==> src/rtl/jsu_pkg.sv <==
// ----------------------------------------------------------------------------
// jsu_pkg
// Shared types, character codes and helper functions of the JSON string
// unescaper: parser modes, result kinds, error codes and the job format
// that goes from the parser to the output sequencer.
// ----------------------------------------------------------------------------
package jsu_pkg;

    typedef enum logic [2:0] {
        MODE_WAIT,
        MODE_STR,
        MODE_ESC,
        MODE_HEX,
        MODE_LOW_BS,
        MODE_LOW_U,
        MODE_LOW_HEX
    } mode_t;

    typedef enum logic [1:0] {
        KIND_DATA  = 2'd0,
        KIND_CLOSE = 2'd1,
        KIND_ERROR = 2'd2
    } kind_t;

    localparam logic [3:0] ERR_NONE      = 4'd0;
    localparam logic [3:0] ERR_NO_OPEN   = 4'd0;
    localparam logic [3:0] ERR_UNTERM    = 4'd1;
    localparam logic [3:0] ERR_CTRL      = 4'd2;
    localparam logic [3:0] ERR_BAD_ESC   = 4'd3;
    localparam logic [3:0] ERR_SHORT_HEX = 4'd4;
    localparam logic [3:0] ERR_BAD_HEX   = 4'd5;
    localparam logic [3:0] ERR_NO_LOW    = 4'd6;
    localparam logic [3:0] ERR_BAD_LOW   = 4'd7;
    localparam logic [3:0] ERR_LONE_LOW  = 4'd8;
    localparam logic [3:0] ERR_ESC_END   = 4'd9;

    localparam logic [7:0] CH_QUOTE  = 8'h22;
    localparam logic [7:0] CH_BSLASH = 8'h5C;
    localparam logic [7:0] CH_SLASH  = 8'h2F;
    localparam logic [7:0] CH_B      = 8'h62;
    localparam logic [7:0] CH_F      = 8'h66;
    localparam logic [7:0] CH_N      = 8'h6E;
    localparam logic [7:0] CH_R      = 8'h72;
    localparam logic [7:0] CH_T      = 8'h74;
    localparam logic [7:0] CH_U      = 8'h75;
    localparam logic [7:0] CH_SPACE  = 8'h20;

    localparam logic [5:0] HIGH_SURR_TAG = 6'b110110;
    localparam logic [5:0] LOW_SURR_TAG  = 6'b110111;

    // One queued job: up to four result bytes, emitted from index 0 up to
    // last_idx. Close and error jobs carry a single zero byte.
    typedef struct packed {
        kind_t           kind;
        logic [3:0]      err;
        logic [1:0]      last_idx;
        logic [3:0][7:0] bytes;
    } job_t;

    localparam int JOB_W = $bits(job_t);

    typedef struct packed {
        logic valid;
        job_t job;
    } push_t;

    // Bit 4 flags a valid hex digit, bits 3:0 hold its value.
    function automatic logic [4:0] hex_digit(input logic [7:0] c);
        logic [4:0] r;
        r = 5'd0;
        if (c >= 8'h30 && c <= 8'h39) begin
            r = {1'b1, 4'(c - 8'h30)};
        end else if (c >= 8'h61 && c <= 8'h66) begin
            r = {1'b1, 4'(c - 8'h57)};
        end else if (c >= 8'h41 && c <= 8'h46) begin
            r = {1'b1, 4'(c - 8'h37)};
        end
        return r;
    endfunction

    function automatic job_t single_job(input kind_t kind, input logic [3:0] err,
                                        input logic [7:0] b);
        job_t j;
        j = '0;
        j.kind     = kind;
        j.err      = err;
        j.last_idx = 2'd0;
        j.bytes[0] = b;
        return j;
    endfunction

    function automatic job_t utf8_job(input logic [20:0] cp);
        job_t j;
        j = '0;
        j.kind = KIND_DATA;
        j.err  = ERR_NONE;
        if (cp < 21'h80) begin
            j.last_idx = 2'd0;
            j.bytes[0] = cp[7:0];
        end else if (cp < 21'h800) begin
            j.last_idx = 2'd1;
            j.bytes[0] = {3'b110, cp[10:6]};
            j.bytes[1] = {2'b10, cp[5:0]};
        end else if (cp < 21'h10000) begin
            j.last_idx = 2'd2;
            j.bytes[0] = {4'b1110, cp[15:12]};
            j.bytes[1] = {2'b10, cp[11:6]};
            j.bytes[2] = {2'b10, cp[5:0]};
        end else begin
            j.last_idx = 2'd3;
            j.bytes[0] = {5'b11110, cp[20:18]};
            j.bytes[1] = {2'b10, cp[17:12]};
            j.bytes[2] = {2'b10, cp[11:6]};
            j.bytes[3] = {2'b10, cp[5:0]};
        end
        return j;
    endfunction

endpackage

==> src/rtl/jsu_front.sv <==
// ----------------------------------------------------------------------------
// jsu_front
// Parser: takes one raw byte per cycle while the job queue is not full, tracks
// escapes and \u digits, and pushes one job per byte that produces output into the job queue.
// ----------------------------------------------------------------------------
module jsu_front
    import jsu_pkg::*;
(
    input  logic       aclk,
    input  logic       aresetn,
    input  logic       s_tvalid,
    output logic       s_tready,
    input  logic [7:0] s_tdata,   // in_byte [7:0]
    input  logic       s_tuser,   // end_flag [0]
    input  logic       queue_full,
    output push_t      push
);

    mode_t       mode_reg, mode_next;
    logic [15:0] hex_reg, hex_next;
    logic [1:0]  cnt_reg, cnt_next;
    logic [9:0]  high_reg, high_next;

    logic        accept;
    logic        emit;
    job_t        job;
    logic        fail;
    logic [3:0]  fail_code;
    logic [4:0]  hx;
    logic [15:0] hex_cat;
    logic [20:0] cp_pair;
    logic [7:0]  c;
    logic        end_f;

    assign s_tready = !queue_full;
    assign accept   = s_tvalid && s_tready;
    assign c        = s_tdata;
    assign end_f    = s_tuser;
    assign hx       = hex_digit(c);
    assign hex_cat  = {hex_reg[11:0], hx[3:0]};
    assign cp_pair  = 21'h10000 + {1'b0, high_reg, hex_cat[9:0]};

    always_comb begin
        mode_next = mode_reg;
        hex_next  = hex_reg;
        cnt_next  = cnt_reg;
        high_next = high_reg;
        emit      = 1'b0;
        job       = single_job(KIND_DATA, ERR_NONE, 8'h00);
        fail      = 1'b0;
        fail_code = ERR_NONE;

        unique case (mode_reg)
            MODE_WAIT: begin
                if (!end_f && c == CH_QUOTE) begin
                    mode_next = MODE_STR;
                    hex_next  = '0;
                    cnt_next  = '0;
                    high_next = '0;
                end else begin
                    fail      = 1'b1;
                    fail_code = ERR_NO_OPEN;
                end
            end
            MODE_STR: begin
                if (end_f) begin
                    fail      = 1'b1;
                    fail_code = ERR_UNTERM;
                end else if (c == CH_QUOTE) begin
                    emit      = 1'b1;
                    job       = single_job(KIND_CLOSE, ERR_NONE, 8'h00);
                    mode_next = MODE_WAIT;
                end else if (c == CH_BSLASH) begin
                    mode_next = MODE_ESC;
                end else if (c < CH_SPACE) begin
                    fail      = 1'b1;
                    fail_code = ERR_CTRL;
                end else begin
                    emit = 1'b1;
                    job  = single_job(KIND_DATA, ERR_NONE, c);
                end
            end
            MODE_ESC: begin
                if (end_f) begin
                    fail      = 1'b1;
                    fail_code = ERR_ESC_END;
                end else begin
                    mode_next = MODE_STR;
                    emit      = 1'b1;
                    case (c)
                        CH_QUOTE:  job = single_job(KIND_DATA, ERR_NONE, 8'h22);
                        CH_BSLASH: job = single_job(KIND_DATA, ERR_NONE, 8'h5C);
                        CH_SLASH:  job = single_job(KIND_DATA, ERR_NONE, 8'h2F);
                        CH_B:      job = single_job(KIND_DATA, ERR_NONE, 8'h08);
                        CH_F:      job = single_job(KIND_DATA, ERR_NONE, 8'h0C);
                        CH_N:      job = single_job(KIND_DATA, ERR_NONE, 8'h0A);
                        CH_R:      job = single_job(KIND_DATA, ERR_NONE, 8'h0D);
                        CH_T:      job = single_job(KIND_DATA, ERR_NONE, 8'h09);
                        CH_U: begin
                            emit      = 1'b0;
                            mode_next = MODE_HEX;
                            hex_next  = '0;
                            cnt_next  = '0;
                        end
                        default: begin
                            fail      = 1'b1;
                            fail_code = ERR_BAD_ESC;
                        end
                    endcase
                end
            end
            MODE_HEX, MODE_LOW_HEX: begin
                if (end_f) begin
                    fail      = 1'b1;
                    fail_code = (mode_reg == MODE_HEX) ? ERR_SHORT_HEX : ERR_NO_LOW;
                end else if (!hx[4]) begin
                    fail      = 1'b1;
                    fail_code = ERR_BAD_HEX;
                end else if (cnt_reg != 2'd3) begin
                    hex_next = hex_cat;
                    cnt_next = cnt_reg + 2'd1;
                end else begin
                    // Fourth digit: the escape is complete.
                    hex_next = '0;
                    cnt_next = '0;
                    if (mode_reg == MODE_HEX) begin
                        if (hex_cat[15:10] == HIGH_SURR_TAG) begin
                            high_next = hex_cat[9:0];
                            mode_next = MODE_LOW_BS;
                        end else if (hex_cat[15:10] == LOW_SURR_TAG) begin
                            fail      = 1'b1;
                            fail_code = ERR_LONE_LOW;
                        end else begin
                            emit      = 1'b1;
                            job       = utf8_job({5'd0, hex_cat});
                            mode_next = MODE_STR;
                        end
                    end else begin
                        if (hex_cat[15:10] != LOW_SURR_TAG) begin
                            fail      = 1'b1;
                            fail_code = ERR_BAD_LOW;
                        end else begin
                            emit      = 1'b1;
                            job       = utf8_job(cp_pair);
                            mode_next = MODE_STR;
                        end
                    end
                end
            end
            MODE_LOW_BS: begin
                if (end_f || c != CH_BSLASH) begin
                    fail      = 1'b1;
                    fail_code = ERR_NO_LOW;
                end else begin
                    mode_next = MODE_LOW_U;
                end
            end
            MODE_LOW_U: begin
                if (end_f || c != CH_U) begin
                    fail      = 1'b1;
                    fail_code = ERR_NO_LOW;
                end else begin
                    mode_next = MODE_LOW_HEX;
                    hex_next  = '0;
                    cnt_next  = '0;
                end
            end
            default: begin
                mode_next = MODE_WAIT;
            end
        endcase

        // Any error reports once and drops the parser back to waiting.
        if (fail) begin
            emit      = 1'b1;
            job       = single_job(KIND_ERROR, fail_code, 8'h00);
            mode_next = MODE_WAIT;
            hex_next  = '0;
            cnt_next  = '0;
            high_next = '0;
        end
    end

    always_ff @(posedge aclk) begin
        if (!aresetn) begin
            mode_reg <= MODE_WAIT;
            hex_reg  <= '0;
            cnt_reg  <= '0;
            high_reg <= '0;
        end else if (accept) begin
            mode_reg <= mode_next;
            hex_reg  <= hex_next;
            cnt_reg  <= cnt_next;
            high_reg <= high_next;
        end
    end

    assign push.valid = accept && emit;
    assign push.job   = job;

endmodule

==> src/rtl/jsu_queue.sv <==
// ----------------------------------------------------------------------------
// jsu_queue
// Small first-in first-out job queue in flip-flops between the parser and
// the output sequencer. Head entry is presented combinationally.
// ----------------------------------------------------------------------------
module jsu_queue
    import jsu_pkg::*;
#(
    parameter int DEPTH = 4
) (
    input  logic  aclk,
    input  logic  aresetn,
    input  push_t push,
    output logic  full,
    input  logic  pop,
    output logic  rd_valid,
    output job_t  rd_data
);

    localparam int PW = (DEPTH > 1) ? $clog2(DEPTH) : 1;
    localparam int CW = $clog2(DEPTH + 1);

    job_t          mem_reg [DEPTH];
    logic [PW-1:0] wr_ptr_reg, wr_ptr_next;
    logic [PW-1:0] rd_ptr_reg, rd_ptr_next;
    logic [CW-1:0] count_reg, count_next;

    assign full     = (count_reg == CW'(DEPTH));
    assign rd_valid = (count_reg != '0);
    assign rd_data  = mem_reg[rd_ptr_reg];

    function automatic logic [PW-1:0] ptr_inc(input logic [PW-1:0] p);
        logic [PW-1:0] r;
        r = (p == PW'(DEPTH - 1)) ? '0 : p + PW'(1);
        return r;
    endfunction

    always_comb begin
        wr_ptr_next = push.valid ? ptr_inc(wr_ptr_reg) : wr_ptr_reg;
        rd_ptr_next = pop ? ptr_inc(rd_ptr_reg) : rd_ptr_reg;
        count_next  = count_reg;
        if (push.valid && !pop) begin
            count_next = count_reg + CW'(1);
        end else if (pop && !push.valid) begin
            count_next = count_reg - CW'(1);
        end
    end

    always_ff @(posedge aclk) begin
        if (!aresetn) begin
            wr_ptr_reg <= '0;
            rd_ptr_reg <= '0;
            count_reg  <= '0;
        end else begin
            wr_ptr_reg <= wr_ptr_next;
            rd_ptr_reg <= rd_ptr_next;
            count_reg  <= count_next;
        end
    end

    always_ff @(posedge aclk) begin
        if (push.valid) begin
            mem_reg[wr_ptr_reg] <= push.job;
        end
    end

    a_no_push_when_full: assert property (@(posedge aclk) disable iff (!aresetn)
        push.valid |-> !full)
        else $error("job pushed into a full queue");

    a_no_pop_when_empty: assert property (@(posedge aclk) disable iff (!aresetn)
        pop |-> rd_valid)
        else $error("job popped from an empty queue");

    a_count_bound: assert property (@(posedge aclk) disable iff (!aresetn)
        count_reg <= CW'(DEPTH))
        else $error("queue occupancy beyond its depth");

endmodule

==> src/rtl/jsu_back.sv <==
// ----------------------------------------------------------------------------
// jsu_back
// Output sequencer: walks the head job's bytes one per cycle, unless the
// receiver stalls, into the output register; pops the job with its final byte.
// ----------------------------------------------------------------------------
module jsu_back
    import jsu_pkg::*;
(
    input  logic        aclk,
    input  logic        aresetn,
    input  logic        rd_valid,
    input  job_t        rd_data,
    output logic        pop,
    output logic        m_tvalid,
    input  logic        m_tready,
    output logic [15:0] m_tdata,   // out_byte [7:0], error_code [11:8], zero [15:12]
    output logic [1:0]  m_tuser,   // kind [1:0]
    output logic        m_tlast    // last
);

    logic       valid_reg, valid_next;
    logic [1:0] idx_reg, idx_next;
    logic [7:0] byte_reg;
    kind_t      kind_reg;
    logic [3:0] err_reg;
    logic       last_reg;

    logic       load;
    logic       is_end;

    assign load   = rd_valid && (!valid_reg || m_tready);
    assign is_end = (idx_reg == rd_data.last_idx);
    assign pop    = load && is_end;

    always_comb begin
        idx_next   = idx_reg;
        valid_next = valid_reg;
        if (load) begin
            idx_next   = is_end ? 2'd0 : idx_reg + 2'd1;
            valid_next = 1'b1;
        end else if (m_tready) begin
            valid_next = 1'b0;
        end
    end

    always_ff @(posedge aclk) begin
        if (!aresetn) begin
            valid_reg <= 1'b0;
            idx_reg   <= '0;
        end else begin
            valid_reg <= valid_next;
            idx_reg   <= idx_next;
        end
    end

    always_ff @(posedge aclk) begin
        if (load) begin
            byte_reg <= rd_data.bytes[idx_reg];
            kind_reg <= rd_data.kind;
            err_reg  <= rd_data.err;
            last_reg <= is_end;
        end
    end

    assign m_tvalid = valid_reg;
    assign m_tdata  = {4'd0, err_reg, byte_reg};
    assign m_tuser  = kind_reg;
    assign m_tlast  = last_reg;

    // Close and error results stand alone, so they always end their word group.
    a_close_error_last: assert property (@(posedge aclk) disable iff (!aresetn)
        (valid_reg && kind_reg != KIND_DATA) |-> last_reg)
        else $error("close or error result without last");

    // A multibyte job keeps its place at the head until its final byte leaves.
    a_idx_returns: assert property (@(posedge aclk) disable iff (!aresetn)
        pop |=> (idx_reg == 2'd0))
        else $error("byte index not rewound after job completion");

    a_hold_while_stalled: assert property (@(posedge aclk) disable iff (!aresetn)
        (m_tvalid && !m_tready) |=> (m_tvalid && $stable(m_tdata) && $stable(m_tuser)
                                     && $stable(m_tlast)))
        else $error("output word changed while the receiver stalled");

endmodule

==> src/rtl/json_string_unescape_utf8_unit.sv <==
// ----------------------------------------------------------------------------
// json_string_unescape_utf8_unit
// Decodes a JSON string token into raw UTF-8 bytes plus close and error marks.
//
// Usage: feed the token one byte per word on the s_ channel, starting with
// the opening quote; s_tuser high marks end of text (no byte carried). Each
// input word yields zero to four result words on the m_ channel: m_tuser
// gives the kind (data, close, error), m_tdata the byte and error code, and
// m_tlast flags the final result of that input word.
// A result passes from the parser through the job queue into the output
// register. The parser takes one word every cycle; the output sequencer gives
// one result word per cycle while m_tready is high, so a \u escape that expands
// to several UTF-8 bytes drains through the job queue at one byte a cycle while
// parsing carries on. s_tready drops only when that queue is full.
// Reset (aresetn low, synchronous) empties the queue and the output register
// and returns the parser to waiting for an opening quote. When the receiver
// stalls, the output word holds and the queue absorbs up to QUEUE_DEPTH jobs.
// ----------------------------------------------------------------------------
module json_string_unescape_utf8_unit
    import jsu_pkg::*;
#(
    parameter int QUEUE_DEPTH = 4
) (
    input  logic        aclk,
    input  logic        aresetn,
    input  logic        s_tvalid,
    output logic        s_tready,
    input  logic [7:0]  s_tdata,   // in_byte [7:0]
    input  logic        s_tuser,   // end_flag [0]
    output logic        m_tvalid,
    input  logic        m_tready,
    output logic [15:0] m_tdata,   // out_byte [7:0], error_code [11:8], zero [15:12]
    output logic [1:0]  m_tuser,   // kind [1:0]
    output logic        m_tlast    // last
);

    push_t push;
    logic  queue_full;
    logic  pop;
    logic  rd_valid;
    job_t  rd_data;

    jsu_front u_front (
        .aclk       (aclk),
        .aresetn    (aresetn),
        .s_tvalid   (s_tvalid),
        .s_tready   (s_tready),
        .s_tdata    (s_tdata),
        .s_tuser    (s_tuser),
        .queue_full (queue_full),
        .push       (push)
    );

    jsu_queue #(
        .DEPTH (QUEUE_DEPTH)
    ) u_queue (
        .aclk     (aclk),
        .aresetn  (aresetn),
        .push     (push),
        .full     (queue_full),
        .pop      (pop),
        .rd_valid (rd_valid),
        .rd_data  (rd_data)
    );

    jsu_back u_back (
        .aclk     (aclk),
        .aresetn  (aresetn),
        .rd_valid (rd_valid),
        .rd_data  (rd_data),
        .pop      (pop),
        .m_tvalid (m_tvalid),
        .m_tready (m_tready),
        .m_tdata  (m_tdata),
        .m_tuser  (m_tuser),
        .m_tlast  (m_tlast)
    );

endmodule

==> config.mk <==
export PLATFORM = sky130hd
export DESIGN_NAME = json_string_unescape_utf8_unit
export DESIGN_NICKNAME = d
export VERILOG_FILES = /design/src/rtl/jsu_pkg.sv /design/src/rtl/jsu_front.sv /design/src/rtl/jsu_queue.sv /design/src/rtl/jsu_back.sv /design/src/rtl/json_string_unescape_utf8_unit.sv
export SDC_FILE = /design/constraint.sdc
export NUM_CORES = 1
export LEC_CHECK = 0
export BUFFER_PORTS_ARGS = -buffer_cell sky130_fd_sc_hd__buf_2
export CAP_MARGIN = 40
export CORE_MARGIN = 3
export CORE_UTILIZATION = 50
export CTS_CLUSTER_DIAMETER = 200
export CTS_CLUSTER_SIZE = 28
export DETAILED_ROUTE_END_ITERATION = 6
export GPL_ROUTABILITY_DRIVEN = 1
export HOLD_SLACK_MARGIN = 0.1
export PLACE_DENSITY = 0.66
export SKIP_LAST_GASP = 1
export SYNTH_ARGS = -nofsm -noshare
export SYNTH_HDL_FRONTEND = slang
export SYNTH_SLANG_ARGS = --single-unit
==> constraint.sdc <==
create_clock -name aclk -period 3.7 [get_ports aclk]
set_input_delay 0.37 -clock aclk [delete_from_list [all_inputs] [get_ports aclk]]
set_output_delay 0.37 -clock aclk [all_outputs]
set_load 0.005 [all_outputs]
Word level (Yosys, flattened, before mapping)
Memories as Yosys holds them, arrays and structs flattened. A register that Yosys moved wholly into a read port is not among the register bits.
Cells that the tools add are included.
{ "totals": {"output_inout_bits": 21, "mem_count": 1, "ram_bits": 160, "reg_bits": 52} }
{ "mem_list": {"columns": ["memory", "words", "width", "read_ports", "rd_ports_with_merged_regs", "wr", "line_no", "text"], "rows": [
  ["u_queue.mem_reg", 4, 40, 1, 1, 1, "jsu_queue.sv:23", "job_t mem_reg [DEPTH];"]
]} }
{ "op_classes": {"reduce_logical": 29, "magnitude_cmp": 13, "n_eq_ne": 39, "n_addsub": 10, "n_mux": 138} }
{ "ops": {"columns": ["operator", "n"], "rows": [
  ["2-to-1 mux 40 bit", 10],
  ["one-hot mux 40 bit (3 select lines)", 1],
  ["2-to-1 mux 12 bit", 8],
  ["2-to-1 mux 10 bit", 7],
  ["2-to-1 mux 34 bit", 2],
  ["2-to-1 mux 3 bit", 20],
  ["== test 8 x 7 -> 1 bit (second input constant)", 7],
  ["one-hot mux 7 bit (8 select lines)", 1],
  ["2-to-1 mux 24 bit", 2],
  ["2-to-1 mux 8 bit", 6],
  ["one-hot mux 12 bit (4 select lines)", 1],
  ["2-to-1 mux 2 bit", 21],
  ["2-to-1 mux 4 bit", 10],
  ["2-to-1 mux 1 bit", 35],
  ["2-to-1 mux 16 bit", 2],
  ["2-to-1 mux 22 bit", 1],
  ["adder 17 x 20 -> 21 bit (first input constant)", 1],
  ["less-than comparator 21 x 12 -> 1 bit (second input constant)", 1],
  ["less-than comparator 21 x 17 -> 1 bit (second input constant)", 1],
  ["less-than comparator 21 x 8 -> 1 bit (second input constant)", 1],
  ["one-hot mux 10 bit (2 select lines)", 1],
  ["one-hot mux 4 bit (5 select lines)", 1],
  ["inequality test 3 x 2 -> 1 bit (second input constant)", 6],
  ["one-hot mux 3 bit (6 select lines)", 1],
  ["other kinds (44)", 82]
]} }

Depth between registers and ports, before layout
{ "depth": {"word_depth": 17, "depth_mapped": 15} }

By module
Synthesis repeated with hierarchy kept, for this count alone.
{ "unflattened": {"cells_unflattened": 777, "hier_area_um2": 10252.3} }
{ "modules_own_cells": {"columns": ["mod", "area_per_inst_um2", "cells_per_inst", "n_inst"], "rows": [
  ["jsu_queue", 6276.0, 253, 1],
  ["jsu_front", 3089.2, 473, 1],
  ["jsu_back", 887.1, 51, 1]
]} }

Worst setup path after synthesis
OpenSTA, ideal clock, no wires.
{ "synth_timing": {"path_type": "in2reg", "startpoint": "input s_tdata[1]", "endpoint": "register u_queue.count_reg[2]", "n_path_buf": 1, "required_ns": 3.629, "slack_ns": 0.341, "setup_time_ns": 0.071, "arrival_ns": 3.289, "cell_stages": 15, "cell_sequence": "inv_1 > ha_1 > nor3b_1 > nor3_4 > a21o_4 > o211a_1 > a21o_1 > buf_6 > a21oi_1 > ha_1 > inv_1 > fa_1 > xor2_1 > or3_1 > a21oi_1"} }
{ "synth_rtl": {"columns": ["element", "line_no", "text"], "rows": [
  ["start, declared", "json_string_unescape_utf8_unit.sv:28", "input logic [7:0] s_tdata,"],
  ["end signal, assigned", "jsu_queue.sv:57", "count_reg <= count_next;"],
  ["end, declared", "jsu_queue.sv:26", "logic [CW-1:0] count_reg, count_next;"]
]} }

==> impl_metrics.py <==
metrics = {
    "run_status": {
        "status": "finished, final reports clean",
    },
    "sta": {
        "period_share": 0.907,
        "worst_pin_slew_ns": 0.876,
        "fin_crit_ns": 3.36,
        "finalHoldViolCount": 0,
        "holdWs_ns": 0.233,
        "rsz0062_at_grt": "no",
        "drv_slew": 0,
        "max_slew_margin": 0.411,
        "setup_viol": 0,
        "fin_skew_ns": 0.0219,
        "fin_setup_tns_ns": 0,
        "finalWorstSetupSlack_ns": 0.343,
        "fmax_mhz": 298,
    },
    "finish": {
        "largest_reg_flops": 144,
        "areaGrowthSynthToFinish_pct": 11.5,
        "design_area_sq_um": 10900,
        "drive_gt1_frac": 0.197,
        "nets": 828,
        "fillers": 1557,
        "final_cells": 1074,
        "antenna_cells_inserted": 0,
    },
    "global_route": {
        "busiest_layer": "met2",
        "antenna_found_initial": 0,
        "grt_use_met1": 0.313,
        "grt_usage": 0.222,
        "grt_pass1_wl_microns": 36700,
        "grt_util_met2": 0.357,
        "grt_overflow_total": 0,
        "use_met3": 0.0330,
        "grt_pass1_vias": 6379,
        "grt_max_degree": 42,
    },
    "floorplan": {
        "die_w_microns": 146,
        "initial_core_util": 0.516,
        "ios": 34,
        "core.rowCount": 50,
        "die-height_microns": 146,
        "die_area_sq_um": 21300,
        "core_area_sq_um": 19000,
    },
    "clock_network": {
        "cts.reportedPaths.clkPinSlew_ns": 0.07,
        "insertion_delay_ns": 0.44,
        "clock-sinks": 198,
        "cts_tree": "yes",
        "cts_buffer_depth": 2,
        "cts_resized": 0,
        "cts_hold_buffers": 0,
        "htree_num_levels": 4,
        "cts_buffers": 17,
        "postCtsSetupBuffers": 0,
        "root_buffer": "clkbuf_16",
    },
    "drt": {
        "vias": 6526,
        "ant_nets": 0,
        "drt_iter0_drc": 651,
        "drc": 0,
        "post_drt_wl_per_cell_microns": 21.7,
        "dr.pass1.iters": 5,
        "vias_per_cell": 6.08,
        "drt_wl_total_microns": 23300,
    },
    "synth": {
        "synth_warnings": 0,
        "syn_area_per_cell_sq_um": 12.7,
        "ys_types": 84,
        "synth_common_cells": "edfxtp_1, nand2_1, nor2_1",
        "synthArstFlopShare": 0,
        "ys.flop_type": "edfxtp_1",
        "syn_area_sq_um": 9770,
        "yosysTopAreaCell": "edfxtp_1",
        "ys_ff_latch": 198,
        "synth-edff-count": 159,
        "synth_top_cell_area_share": 0.489,
        "synthMostInstantiatedCell": "edfxtp_1",
        "synth.top_cells.by_area": "edfxtp_1, mux4_2, dfxtp_1",
        "synth.yosys.seq_area_share": 0.568,
        "postSynthCellCount": 771,
    },
    "place": {
        "placed_area_sq_um": 10300,
        "place_inst": 1042,
        "io_buffers": 29,
        "post-place-ws_ns": 0.0357,
        "dpl.hpwl_microns": 15700,
        "gp_congestion": 1.01,
    },
    "setup_path": {
        "crit_required_ns": 4.06,
        "critPathMaxFanout": 15,
        "crit_path_cell_trace": "buf_4, nand2b_1, a2111o_1, and2_1, a21oi_1, buf_4, ha_1, inv_1, fa_1, xor2_1, or3_1, a21oi_1",
        "path_class": "reg -> reg",
        "worstPathArrival_ns": 3.72,
        "endpoint_kind": "register",
        "cp_slowest_cell": "dfxtp_1",
        "max_stage_delay_ns": 0.64,
        "startpoint_type": "register",
    },
    "job": {
        "drv_cap": 0,
    },
    "power_and_ir_drop": {
        "power_density_nw_per_um2": 599,
        "p_leak_nw": 3.70,
        "vdd_drop_max_uv": 352,
    },
    "worst_hold_path": {
        "hold_class": "in -> reg",
    },
}
==> layer usage <==
metal,up-vias,routed length [microns]
met4,0,523
met3,37,980
met1,3266,10600
li1,3017,-
met2,206,11200
met5,-,0
==> cells by family after synthesis <==
kind of cell               share of synthesized area
DFF                                            0.568
xor gates and xnor gates                     0.00627
muxes                                          0.135
AOI/OAI and AO/OA                             0.0968
adders and majority gates                     0.0187
other                                       0.000384
and+or+nand+nor                                0.144
buffers and inverters                         0.0311
==> worst paths after layout <==
path                               startpoint                                 to  slack [ns]  cells after the start
min                                  m_tready       u_back.m_tvalid$_SDFFE_PN0P_        0.23                      4
min reg2reg   u_front.cnt_reg[1]$_SDFFE_PN0P_    u_front.cnt_reg[1]$_SDFFE_PN0P_        0.47                      2
max          u_front.mode_reg[0]$_SDFFE_PN0P_  u_queue.count_reg[2]$_SDFFE_PN0P_        0.34                     12
max reg2reg  u_front.mode_reg[0]$_SDFFE_PN0P_  u_queue.count_reg[2]$_SDFFE_PN0P_        0.34                     12
==> through the flow <==
stage	power (mW)	util
after CTS	6.60	0.575
after global placement	4.64	0.542
after global routing	6.84	0.575
after floorplan	4.17	-
final	6.52	0.575
after detailed placement	4.70	0.542
==> placed cells by master, fill, tap and decap left out, drive strengths merged, types with 20 or more instances in the layout <==
cell      n
nor2     64
mux2i    32
a21oi    29
buf      59
and2     20
dfxtp    39
mux4     43
edfxtp  159
o21ai    29
nand3    37
nand2    80
==> report_power, final <==
| part | switching, mW | internal (mW) |
|---|---|---|
| Combinational | 0.852 | 0.774 |
| Sequential | 0.143 | 2.85 |
| Clock | 0.876 | 1.03 |
==> worst max-delay path, delay by kind of cell (launching register included) <==
family	cells	cell delay (ns)
buf+inv	3	0.49
fa+ha+maj	2	0.61
flops	1	0.64
compound gates	3	0.72
xor+xnor	1	0.18
simple gates	3	0.65
==> area by class of cell <==
| type | instances | area (sq um) | share of cell area |
|---|---|---|---|
| sequential | 198 | 5560 | 0.510 |
| multi-input combinational | 512 | 3930 | 0.361 |
| clock buffer | 18 | 429 | 0.0394 |
| timing repair buffer | 59 | 417 | 0.0382 |
| tap | 260 | 325 | 0.0299 |
| clock inverter | 14 | 185 | 0.0170 |
| inverter | 13 | 48.8 | 0.00448 |
Power figures use the tool's default switching activity.
